$ cat src/dcbt_pkg.sv
package dcbt_pkg;

    localparam int NUM_CHUNKS_DEF  = 64;
    localparam int CHUNK_BYTES_DEF = 64;

    localparam int ADDR_W    = 12;
    localparam int REQ_W     = 2;
    localparam int IDX_W     = 6;
    localparam int ROW_BITS  = 8;
    localparam int BIT_W     = 3;

    localparam logic [REQ_W-1:0] REQ_MARK    = 2'd0;
    localparam logic [REQ_W-1:0] REQ_RESTORE = 2'd1;
    localparam logic [REQ_W-1:0] REQ_CLEAR   = 2'd2;

    typedef enum logic [2:0] {
        S_IDLE,
        S_RD,
        S_LOAD,
        S_EMIT,
        S_EMPTY
    } scan_state_t;

    typedef struct packed {
        logic busy;
        logic clear_all;
    } scan_ctrl_t;

    typedef struct packed {
        logic restore_go;
        logic restore_pending;
    } upd_status_t;

endpackage

$ cat src/dcbt_ram.sv
module dcbt_ram #(
    parameter int WIDTH = 8,
    parameter int DEPTH = 8,
    localparam int AW = (DEPTH > 1) ? $clog2(DEPTH) : 1
) (
    input  logic             aclk,
    input  logic             we,
    input  logic [AW-1:0]    waddr,
    input  logic [WIDTH-1:0] wdata,
    input  logic [AW-1:0]    raddr,
    output logic [WIDTH-1:0] rdata
);

    logic [WIDTH-1:0] mem [DEPTH];
    logic [WIDTH-1:0] rdata_reg;

    always_ff @(posedge aclk) begin
        if (we) begin
            mem[waddr] <= wdata;
        end
        rdata_reg <= mem[raddr];
    end

    assign rdata = rdata_reg;

endmodule

$ cat src/dcbt_update.sv
module dcbt_update
    import dcbt_pkg::*;
#(
    parameter int NUM_CHUNKS  = NUM_CHUNKS_DEF,
    parameter int CHUNK_BYTES = CHUNK_BYTES_DEF,
    localparam int ROWS  = NUM_CHUNKS / ROW_BITS,
    localparam int ROW_W = (ROWS > 1) ? $clog2(ROWS) : 1
) (
    input  logic                aclk,
    input  logic                aresetn,
    input  logic                acc,
    input  logic [REQ_W-1:0]    req_type,
    input  logic [ADDR_W-1:0]   address,
    input  scan_ctrl_t          sc,
    input  logic [ROW_BITS-1:0] rdata,
    output logic [ROW_W-1:0]    raddr,
    output logic                we,
    output logic [ROW_W-1:0]    waddr,
    output logic [ROW_BITS-1:0] wdata,
    output logic [ROWS-1:0]     row_valid,
    output upd_status_t         st
);

    localparam int CB_SH  = $clog2(CHUNK_BYTES);
    localparam int CIDX_W = $clog2(NUM_CHUNKS);

    logic [ADDR_W-1:0]   chunk_full;
    logic [CIDX_W-1:0]   chunk;

    logic                p_valid_reg;
    logic [REQ_W-1:0]    p_type_reg;
    logic [ROW_W-1:0]    p_row_reg;
    logic [BIT_W-1:0]    p_bit_reg;

    logic [ROWS-1:0]     valid_reg, valid_next;
    logic                fwd_valid_reg;
    logic [ROW_W-1:0]    fwd_row_reg;
    logic [ROW_BITS-1:0] fwd_data_reg;

    logic [ROW_BITS-1:0] old_row;
    logic [ROW_BITS-1:0] new_row;

    // drop bits above the area, keep the chunk number
    assign chunk_full = address >> CB_SH;
    assign chunk      = chunk_full[CIDX_W-1:0];
    assign raddr      = ROW_W'(chunk >> BIT_W);

    always_ff @(posedge aclk) begin
        if (!aresetn) begin
            p_valid_reg <= 1'b0;
        end else begin
            p_valid_reg <= acc;
        end
        p_type_reg <= req_type;
        p_row_reg  <= raddr;
        p_bit_reg  <= chunk[BIT_W-1:0];
    end

    // a row written at the edge of this read returns stale data: forward it
    always_comb begin
        if (!valid_reg[p_row_reg]) begin
            old_row = '0;
        end else if (fwd_valid_reg && fwd_row_reg == p_row_reg) begin
            old_row = fwd_data_reg;
        end else begin
            old_row = rdata;
        end
    end

    assign new_row = old_row | (ROW_BITS'(1) << p_bit_reg);
    assign we      = p_valid_reg && p_type_reg == REQ_MARK;
    assign waddr   = p_row_reg;
    assign wdata   = new_row;

    always_comb begin
        valid_next = valid_reg;
        if (sc.clear_all || (p_valid_reg && p_type_reg == REQ_CLEAR)) begin
            valid_next = '0;
        end else if (we) begin
            valid_next[p_row_reg] = 1'b1;
        end
    end

    always_ff @(posedge aclk) begin
        if (!aresetn) begin
            valid_reg     <= '0;
            fwd_valid_reg <= 1'b0;
        end else begin
            valid_reg     <= valid_next;
            fwd_valid_reg <= we;
        end
        fwd_row_reg  <= p_row_reg;
        fwd_data_reg <= new_row;
    end

    assign row_valid          = valid_reg;
    assign st.restore_go      = p_valid_reg && p_type_reg == REQ_RESTORE;
    assign st.restore_pending = p_valid_reg && p_type_reg == REQ_RESTORE;

`ifndef SYNTHESIS
    a_mark_sets_valid: assert property (@(posedge aclk) disable iff (!aresetn)
        (we && !sc.clear_all) |=> valid_reg[$past(p_row_reg)])
        else $error("mark did not set row valid");
`endif

endmodule

$ cat src/dcbt_scan.sv
module dcbt_scan
    import dcbt_pkg::*;
#(
    parameter int NUM_CHUNKS = NUM_CHUNKS_DEF,
    localparam int ROWS  = NUM_CHUNKS / ROW_BITS,
    localparam int ROW_W = (ROWS > 1) ? $clog2(ROWS) : 1
) (
    input  logic                aclk,
    input  logic                aresetn,
    input  logic                start,
    input  logic [ROWS-1:0]     row_valid,
    input  logic [ROW_BITS-1:0] rdata,
    output logic [ROW_W-1:0]    raddr,
    output scan_ctrl_t          sc,
    output logic                m_valid,
    input  logic                m_ready,
    output logic [IDX_W-1:0]    m_idx,
    output logic                m_cv,
    output logic                m_last
);

    scan_state_t         state_reg, state_next;
    logic [ROW_W-1:0]    row_reg, row_next;
    logic [ROW_BITS-1:0] word_reg, word_next;

    logic [ROW_W-1:0]    first_row, next_row;
    logic                any_valid, any_above;
    logic [BIT_W-1:0]    lowb;
    logic                single;
    logic                slot_free;

    logic                emit;
    logic [IDX_W-1:0]    emit_idx;
    logic                emit_cv;
    logic                emit_last;

    logic                m_valid_reg;
    logic [IDX_W-1:0]    m_idx_reg;
    logic                m_cv_reg;
    logic                m_last_reg;

    always_comb begin
        first_row = '0;
        next_row  = '0;
        any_valid = 1'b0;
        any_above = 1'b0;
        for (int i = ROWS - 1; i >= 0; i--) begin
            if (row_valid[i]) begin
                first_row = ROW_W'(i);
                any_valid = 1'b1;
                if (ROW_W'(i) > row_reg) begin
                    next_row  = ROW_W'(i);
                    any_above = 1'b1;
                end
            end
        end
    end

    always_comb begin
        lowb = '0;
        for (int i = ROW_BITS - 1; i >= 0; i--) begin
            if (word_reg[i]) begin
                lowb = BIT_W'(i);
            end
        end
    end

    assign single    = (word_reg & (word_reg - ROW_BITS'(1))) == '0;
    assign slot_free = !m_valid_reg || m_ready;

    always_comb begin
        state_next = state_reg;
        row_next   = row_reg;
        word_next  = word_reg;
        case (state_reg)
            S_IDLE: begin
                if (start) begin
                    row_next   = first_row;
                    state_next = any_valid ? S_RD : S_EMPTY;
                end
            end
            S_RD: begin
                state_next = S_LOAD;
            end
            S_LOAD: begin
                word_next  = rdata;
                state_next = S_EMIT;
            end
            S_EMIT: begin
                if (slot_free) begin
                    word_next = word_reg & ~(ROW_BITS'(1) << lowb);
                    if (single) begin
                        if (any_above) begin
                            row_next   = next_row;
                            state_next = S_RD;
                        end else begin
                            state_next = S_IDLE;
                        end
                    end
                end
            end
            S_EMPTY: begin
                if (slot_free) begin
                    state_next = S_IDLE;
                end
            end
            default: begin
                state_next = S_IDLE;
            end
        endcase
    end

    always_comb begin
        emit         = 1'b0;
        emit_idx     = '0;
        emit_cv      = 1'b0;
        emit_last    = 1'b0;
        sc.busy      = state_reg != S_IDLE;
        sc.clear_all = 1'b0;
        case (state_reg)
            S_EMIT: begin
                emit         = slot_free;
                emit_idx     = IDX_W'({row_reg, lowb});
                emit_cv      = 1'b1;
                emit_last    = single && !any_above;
                sc.clear_all = slot_free && single && !any_above;
            end
            S_EMPTY: begin
                emit         = slot_free;
                emit_last    = 1'b1;
                sc.clear_all = slot_free;
            end
            default: begin
                emit = 1'b0;
            end
        endcase
    end

    assign raddr = row_reg;

    always_ff @(posedge aclk) begin
        if (!aresetn) begin
            state_reg   <= S_IDLE;
            m_valid_reg <= 1'b0;
        end else begin
            state_reg <= state_next;
            if (emit) begin
                m_valid_reg <= 1'b1;
            end else if (m_ready) begin
                m_valid_reg <= 1'b0;
            end
        end
        row_reg  <= row_next;
        word_reg <= word_next;
        if (emit) begin
            m_idx_reg  <= emit_idx;
            m_cv_reg   <= emit_cv;
            m_last_reg <= emit_last;
        end
    end

    assign m_valid = m_valid_reg;
    assign m_idx   = m_idx_reg;
    assign m_cv    = m_cv_reg;
    assign m_last  = m_last_reg;

`ifndef SYNTHESIS
    a_emit_nonempty: assert property (@(posedge aclk) disable iff (!aresetn)
        (state_reg == S_EMIT) |-> (word_reg != '0))
        else $error("emit state with empty row word");
    a_start_idle: assert property (@(posedge aclk) disable iff (!aresetn)
        start |-> (state_reg == S_IDLE))
        else $error("restore started while scanning");
    a_clear_after_last: assert property (@(posedge aclk) disable iff (!aresetn)
        sc.clear_all |=> (row_valid == '0 && state_reg == S_IDLE))
        else $error("bitmap not cleared after final result");
`endif

endmodule

$ cat src/dirty_chunk_bitmap_tracker_unit.sv
// Mark and clear requests: one per cycle while no restore is pending or running, no result;
// a mark is a read-modify-write of the row memory, with forwarding between back-to-back marks.
// Restore: after a start strobe, each dirty row is read through S_RD and S_LOAD, then one
// result per dirty chunk is given per cycle while m_axis_tready holds; with nothing dirty,
// a single result. No request is taken while a restore runs.
// Reset (aresetn low, synchronous) clears all row valid flags, so the bitmap reads as zeros.
module dirty_chunk_bitmap_tracker_unit
    import dcbt_pkg::*;
#(
    parameter int NUM_CHUNKS  = NUM_CHUNKS_DEF,
    parameter int CHUNK_BYTES = CHUNK_BYTES_DEF
) (
    input  logic        aclk,
    input  logic        aresetn,
    input  logic        s_axis_tvalid,
    output logic        s_axis_tready,
    input  logic [15:0] s_axis_tdata,   // [11:0] address
    input  logic [1:0]  s_axis_tuser,   // [1:0] req_type
    output logic        m_axis_tvalid,
    input  logic        m_axis_tready,
    output logic [7:0]  m_axis_tdata,   // [5:0] chunk_index
    output logic        m_axis_tuser,   // [0] chunk_valid
    output logic        m_axis_tlast
);

    localparam int ROWS  = NUM_CHUNKS / ROW_BITS;
    localparam int ROW_W = (ROWS > 1) ? $clog2(ROWS) : 1;

    scan_ctrl_t          sc;
    upd_status_t         st;
    logic                acc;
    logic [ROW_W-1:0]    mark_raddr, scan_raddr, raddr;
    logic                we;
    logic [ROW_W-1:0]    waddr;
    logic [ROW_BITS-1:0] wdata, rdata;
    logic [ROWS-1:0]     row_valid;
    logic [IDX_W-1:0]    m_idx;

    assign s_axis_tready = !sc.busy && !st.restore_pending;
    assign acc           = s_axis_tvalid && s_axis_tready;
    assign raddr         = sc.busy ? scan_raddr : mark_raddr;

    dcbt_ram #(
        .WIDTH(ROW_BITS),
        .DEPTH(ROWS)
    ) u_ram (
        .aclk (aclk),
        .we   (we),
        .waddr(waddr),
        .wdata(wdata),
        .raddr(raddr),
        .rdata(rdata)
    );

    dcbt_update #(
        .NUM_CHUNKS (NUM_CHUNKS),
        .CHUNK_BYTES(CHUNK_BYTES)
    ) u_update (
        .aclk     (aclk),
        .aresetn  (aresetn),
        .acc      (acc),
        .req_type (s_axis_tuser),
        .address  (s_axis_tdata[ADDR_W-1:0]),
        .sc       (sc),
        .rdata    (rdata),
        .raddr    (mark_raddr),
        .we       (we),
        .waddr    (waddr),
        .wdata    (wdata),
        .row_valid(row_valid),
        .st       (st)
    );

    dcbt_scan #(
        .NUM_CHUNKS(NUM_CHUNKS)
    ) u_scan (
        .aclk     (aclk),
        .aresetn  (aresetn),
        .start    (st.restore_go),
        .row_valid(row_valid),
        .rdata    (rdata),
        .raddr    (scan_raddr),
        .sc       (sc),
        .m_valid  (m_axis_tvalid),
        .m_ready  (m_axis_tready),
        .m_idx    (m_idx),
        .m_cv     (m_axis_tuser),
        .m_last   (m_axis_tlast)
    );

    assign m_axis_tdata = {2'b00, m_idx};

endmodule
$ cat config.mk
export PLATFORM = sky130hd
export DESIGN_NAME = dirty_chunk_bitmap_tracker_unit
export DESIGN_NICKNAME = d
export VERILOG_FILES = /design/src/dcbt_pkg.sv /design/src/dcbt_ram.sv /design/src/dcbt_update.sv /design/src/dcbt_scan.sv /design/src/dirty_chunk_bitmap_tracker_unit.sv
export SDC_FILE = /design/constraint.sdc
export NUM_CORES = 1
export LEC_CHECK = 0
export ABC_CLOCK_PERIOD_IN_PS = 6920
export BUFFER_PORTS_ARGS = -buffer_cell sky130_fd_sc_hd__buf_2
export CORE_ASPECT_RATIO = 0.75
export CORE_UTILIZATION = 40
export CTS_CLUSTER_SIZE = 8
export DETAILED_ROUTE_END_ITERATION = 7
export GPL_TIMING_DRIVEN = 0
export SLEW_MARGIN = 15
export SYNTH_ARGS = -nofsm -noshare
export SYNTH_HDL_FRONTEND = slang
export SYNTH_SLANG_ARGS = --single-unit
$ cat constraint.sdc
create_clock -name aclk -period 6.92 [get_ports aclk]
set_clock_uncertainty 0.15 [all_clocks]
set_input_delay 0.346 -clock aclk [delete_from_list [all_inputs] [get_ports aclk]]
set_output_delay 0.346 -clock aclk [all_outputs]
set_load 0.05 [all_outputs]
## Word level (Yosys, flattened, before mapping)

Memories as Yosys holds them, arrays and structs flattened. A register that Yosys moved wholly into a read port is not among the register bits.
Index checks and enable logic that the tools add are counted.

- Div/mod/pow operators: 0
- $mul: 0
- $add $sub $neg: 1
- Reductions and logical operators: 28
- Eq/ne operators: 12
- $lt $le $gt $ge: 10
- Mux-type cells: 85
- Shift operators: 2
- Bitwise logic cells: 6

Operators with widths:

| cell | count |
|---|---|
| $mux W3 | 42 |
| $mux W1 | 33 |
| $mux W8 | 3 |
| $and A8 B8 Y8 | 2 |
| $or A8 B8 Y8 | 2 |
| $pmux W8 S2 | 1 |
| $shl A1 B3 Y8 const A | 2 |
| $pmux W3 S5 | 1 |
| $gt A3 B3 Y1 const A | 4 |
| $logic_and A1 B1 Y1 | 10 |
| $ne A2 B1 Y1 const B | 5 |
| $logic_not A8 Y1 | 1 |
| $not A8 Y8 | 1 |
| $sub A8 B1 Y8 const B | 1 |
| $eq A3 B2 Y1 const B | 2 |
| $gt A1 B3 Y1 const A | 2 |
| $gt A2 B3 Y1 const A | 2 |
| $pmux W3 S2 | 1 |
| $reduce_bool A2 Y1 | 3 |
| $reduce_and A5 Y1 | 1 |
| $logic_not A1 Y1 | 4 |
| $lt A3 B4 Y1 const B | 1 |
| $pmux W1 S2 | 2 |
| $reduce_and A4 Y1 | 1 |
| other kinds (15) | 17 |

- Bits in writable memories: 64
- Memories: 1
- Input port bits: 22
- Output and inout bits: 12
- Latch bits: 0
- ROM bits: 0
- Register bits: 52
- Word-level logic and storage cells: 160

Memory list:

| name | words | bits a word | rd ports | clocked after memory_dff | wr ports | RTL line | source |
|---|---|---|---|---|---|---|---|
| u_ram.mem | 8 | 8 | 1 | 1 | 1 | dcbt_ram.sv:14 | `logic [WIDTH-1:0] mem [DEPTH];` |

## Depth between registers and ports, before layout

- Depth after elaboration: 22
- Gate-level depth with buffers: 7
- Mapped depth without buffers: 5

## Modules after synthesis

Synthesis repeated with hierarchy kept, for this count alone.

- Cell total of the unflattened synthesis: 372
- Area total of the unflattened synthesis: 5,258.8 sq um

Modules (own cells, without submodules):

| module | seq. area each (sq um) | cells each | instances | area each (sq um) |
|---|---|---|---|---|
| dcbt_ram | 2,082.0 | 114 | 1 | 2,691.3 |
| dcbt_scan | 650.6 | 152 | 1 | 1,425.1 |
| dcbt_update | 580.6 | 98 | 1 | 1,078.5 |
| dirty_chunk_bitmap_tracker_unit | 0.0 | 8 | 1 | 63.8 |

## Worst setup path before layout

No wires, ideal clock.

- Path type: register to register
- From: register u_scan.word_reg[3]
- To: register u_scan.row_reg[0], in the netlist u_scan.raddr[0], enable pin
- Period minus slack after synthesis: 2.627 ns
- Data required time: 6.439 ns
- Path buffers: 0
- Cell stages (with the launch flop): 6
- Library setup time: 0.331 ns
- Arrival: 2.146 ns
- Setup slack: 4.293 ns
- Path through: edfxtp_1 > or4_4 > a2111oi_4 > o32ai_2 > or3_1 > a211oi_2

- Cells in the longest elaborated chain, start to end: 5

RTL lines:

| what | RTL line | source |
|---|---|---|
| from (decl) | dcbt_scan.sv:24 | `logic [ROW_BITS-1:0] word_reg, word_next;` |
| from (signal assigned) | dcbt_scan.sv:154 | `word_reg <= word_next;` |
| $sub A8 B1 Y8 | dcbt_scan.sv:68 | `assign single = (word_reg & (word_reg - ROW_BITS'(1))) == '0;` |
| $and A8 B8 Y8 (*) | dcbt_scan.sv:68 |  |
| $logic_not A8 Y1 (*) | dcbt_scan.sv:68 |  |
| $ne A2 B1 Y1 (no line) (*) | - |  |
| $reduce_and A5 Y1 (no line) (*) | - |  |
| to (signal assigned) | dcbt_scan.sv:153 | `row_reg <= row_next;` |
| to (decl) | dcbt_scan.sv:23 | `logic [ROW_W-1:0] row_reg, row_next;` |

Mark *: on every way between the ends. The rest lies on a longest branch, timed or not.
A chain may end at the register's enable or synchronous reset.

## Worst setup path after layout

- From: register u_update.p_row_reg[1], in the netlist u_update.waddr[1]
- To: memory u_ram.mem[1][2], data pin

- Cells in the longest elaborated chain, start to end: 5
- Elaborated cells between the ends (all ways): 7
- Classes of those cells: eq/ne (1); mux (4); bitwise (1); reduce/logical (1)

RTL lines:

| what | RTL line | source |
|---|---|---|
| from (decl) | dcbt_update.sv:32 | `logic [ROW_W-1:0] p_row_reg;` |
| from (signal assigned) | dcbt_update.sv:55 | `p_row_reg <= raddr;` |
| branches (longest 3 deep; another with $bmux W1 S3) | - |  |
| $mux W8 (*) | dcbt_update.sv:61 | `if (!valid_reg[p_row_reg]) begin` |
| $or A8 B8 Y8 (*) | dcbt_update.sv:70 | `assign new_row = old_row \| (ROW_BITS'(1) << p_bit_reg);` |
| via u_ram.wdata[2] | dcbt_ram.sv:9 | `input logic [WIDTH-1:0] wdata,` |
| to (decl) | dcbt_ram.sv:14 |  |

Mark *: on every way through the listed nets, which the timed path passes. The select of a mux whose other input is x is not followed.

==> parameters.txt <==
Parameter                              Value

STA
  Minimum period implied by the final worst setup slack    2.93 ns
  Setup-violating endpoint count in the final report    0
  Max-slew violation count    0
  Final period util    42.4%
  Sum of negative setup slack    0 ns
  Final-report hold violation count    0
  Pin slew with the least headroom to its limit    1.14 ns
  Max_slew headroom    21.7%
  Fmax    341 MHz
  RSZ-0062 raised after global routing    false

Outcome
  Run status    complete, no violations

Final layout
  Antenna diode count    0
  Net count reported at finish    465
  Final core utilization    49.9%
  Footprint of the multi-input gates    1710 um2
  Ratio of cells with drive above 1 in the final layout    18.9%
  Area growth from synthesis to layout    19.8%
  Max FFs per register    64
  Register with the most flip-flops    u_ram.mem
  Most frequent cells in the layout    edfxtp_1 (83), mux2i_1 (42), dfxtp_1 (41)
  # fillers    1,101
  Most common cell after layout, fill and taps aside    edfxtp_1
  Storage cell area    3310 um2

Logic synthesis
  Post-synthesis register bit count    124
  Dominant register cell in the synthesized netlist    edfxtp_1
  Gate Count Post-Synth    392
  Synthesized area per cell    13.2 um2
  Largest area contributor in the netlist    edfxtp_1
  EDFF count, synth    83
  Number of distinct library cells after synthesis    59
  Share of the yosys chip area belonging to registers    64.0%
  Cell area after synthesis    5180 um2
  Share of the synthesized area in the top cell type    48.1%
  Share of flip-flops with an asynchronous set or reset after synthesis    0%
  Top post-synthesis cells by area    edfxtp_1 (48%), dfxtp_1 (16%), mux2i_1 (8.1%)
  Yosys warns    0

GRT
  Via count of the first global-routing pass    3,040
  Global-route wire length before repair    17,000 um
  Global-route total usage across every layer    17.5%
  Initial antenna violation count    0
  Leftover overflow at the end of global routing    0
  Maximum number of pins on one net before global-route repair    17

Floorplanning
  Starting Density    41.6%
  Chip Height    101 um
  I/O pin count    34
  Die W    133 um
  Area of the core    12,400 um2
  Rows    35
  Die area    13,400 um2

Power
  Worst ir drop on vdd    0.173 mV
  Pleak    2.34 nW
  Part of the power in combinational logic    5.9%
  Post-layout total power    1.81 mW
  Pwr Density    292 nW/um2
  Internal Power    1.41 mW
  Switching power total    0.401 mW
  Switching share of power    22.1%
  Portion of total power attributed to sequential cells    45.7%
  Portion of total power attributed to the clock network    48.4%

Clock network
  Total CTS buffers    17
  Number of buffers added to fix hold violations after cts    8
  Clock sinks    124
  H-tree depth reported by CTS    4
  Number of buffers between clock root and the deepest sink    2
  Clock Latency Late Sink    0.41 ns
  Buffer type at the clock tree root    clkbuf_16
  Clock tree from TritonCTS    yes
  CTS-repair resized insts    0
  Post CTS Setup Buffer Count    0
  Clock transition at path regs    0.06 ns

Worst setup path
  Crit start category    flop
  Startpoint of the most critical register-to-register path    u_update.waddr[1]
  Slowest library cell on the worst path    o21ai_0
  Data required time of the worst path    6.84 ns
  Maximum single-stage delay on the critical path    0.79 ns
  Worst r2r path cells    5
  Crit path DAT    2.86 ns
  Worst-case register-to-register setup slack    3.99 ns
  Critical path type    reg -> reg
  CP Cell Sequence    clkbuf_1 -> xnor2_1 -> nand4_1 -> mux2i_1 -> o21ai_0
  Worst reg2reg path endpoint    u_ram.mem[1][2]
  Max Fanout on Critical Path    10
  Critical path endpoint category    flop

Place
  Routability Congestion    0.792
  Port bufs    21
  Detail Placement HPWL    7210 um

Route
  Count of TritonRoute iterations in the first routing pass    5
  Via count    3,269
  Starting DRT DRC Count    262
  Wire per inst    17.4 um
  Post-DRT Antenna Nets    0
  DRC viols    0
  Via/cell ratio    5.26
  Total Wirelength    10,800 um

Hold path
  End point of the worst hold path    u_update.p_valid_reg
  Worst min-delay path class    in -> reg
  HP Start    s_axis_tvalid
  Worst Hold Depth    2

Run
  Max-cap violations    0
logic make-up (layout without fill, tap and decap cells):
group / Yosys count / in the layout / share of synthesized area, %
fa+ha+maj: 1 / 1 / 0.193
xor+xnor: 3 / 3 / 0.507
compound gates: 74 / 74 / 9.73
mux: 52 / 52 / 12.1
simple gates: 103 / 103 / 10.1
other cells: 1 / 2 / 0.0724
flops: 124 / 124 / 64.0
buf+inv: 34 / 97 / 3.33
through the flow:
| stage | cells | worst slack, ns | hold WS, ns | instance area (um2) |
|---|---|---|---|---|
| 3_3_place_gp | 580 | 3.95 | 0.184 | 5500 |
| 2_1_floorplan | 393 | 4.29 | 0.179 | 5180 |
| 6_report | 622 | 3.99 | 0.0203 | 6200 |
| 4_1_cts | 622 | 4.01 | 0.0121 | 6200 |
| 3_5_place_dp | 582 | 4.04 | 0.191 | 5530 |
| 5_1_grt | 622 | 3.71 | 0.0226 | 6200 |
how the worst max path moves through the flow:
stage / startpoint / slack (ns) / to / cells after the start
final: u_update.waddr[1] / 3.99 / u_ram.mem[1][2] / 5
after global routing: u_update.waddr[1] / 3.71 / u_ram.mem[2][2] / 5
after CTS: u_update.waddr[1] / 4.01 / u_ram.mem[2][2] / 5
after detailed placement: u_scan.word_reg[3] / 4.04 / u_scan.raddr[0] / 5
after global placement: u_update.p_valid_reg / 3.95 / u_update.row_valid[1] / 5
after floorplan: u_scan.word_reg[3] / 4.29 / u_scan.raddr[0] / 5
synth_stat cells (5+ instances only):
cell type / number
edfxtp_1: 83
mux2i_1: 42
dfxtp_1: 41
nand2_1: 24
nor2_1: 24
o21ai_0: 22
a21oi_1: 18
inv_1: 14
nor3_1: 12
nand2b_1: 10
clkbuf_1: 9
mux4_2: 8
buf_4: 6
nor4_1: 5
power groups by stage:
stage	Sequential [mW]	Clock [mW]	Combinational (mW)
2_1_floorplan	0.841	0	0.0743
3_3_place_gp	0.843	0	0.101
3_5_place_dp	0.843	0	0.104
4_1_cts	0.828	0.886	0.108
5_1_grt	0.829	0.920	0.117
6_report	0.827	0.875	0.107
routing by layer:
layer	part of all wire, %	track usage (%)
met4	1.1	6.29
met3	4.2	4.42
met5	0	0
met1	50	24.5
met2	45	26.6
cell type report:
cell class,instances,share of cell area [%]
multi-input cells,235,27.5
clock buffers,19,7.30
well taps,166,3.35
clock inverters,13,2.28
flip-flops and latches,124,53.4
inverters,15,0.908
repair buffers,31,3.35
plain buffers,19,1.88
critical path: cells and delay by family (launching register included):
kind	cells	cell delay (ns)
simple gates	1	0.50
buf+inv	1	0.38
mux	1	0.25
flops	1	0.34
xor+xnor	1	0.17
compound gates	1	0.79
(Power assumes the default switching activity.)
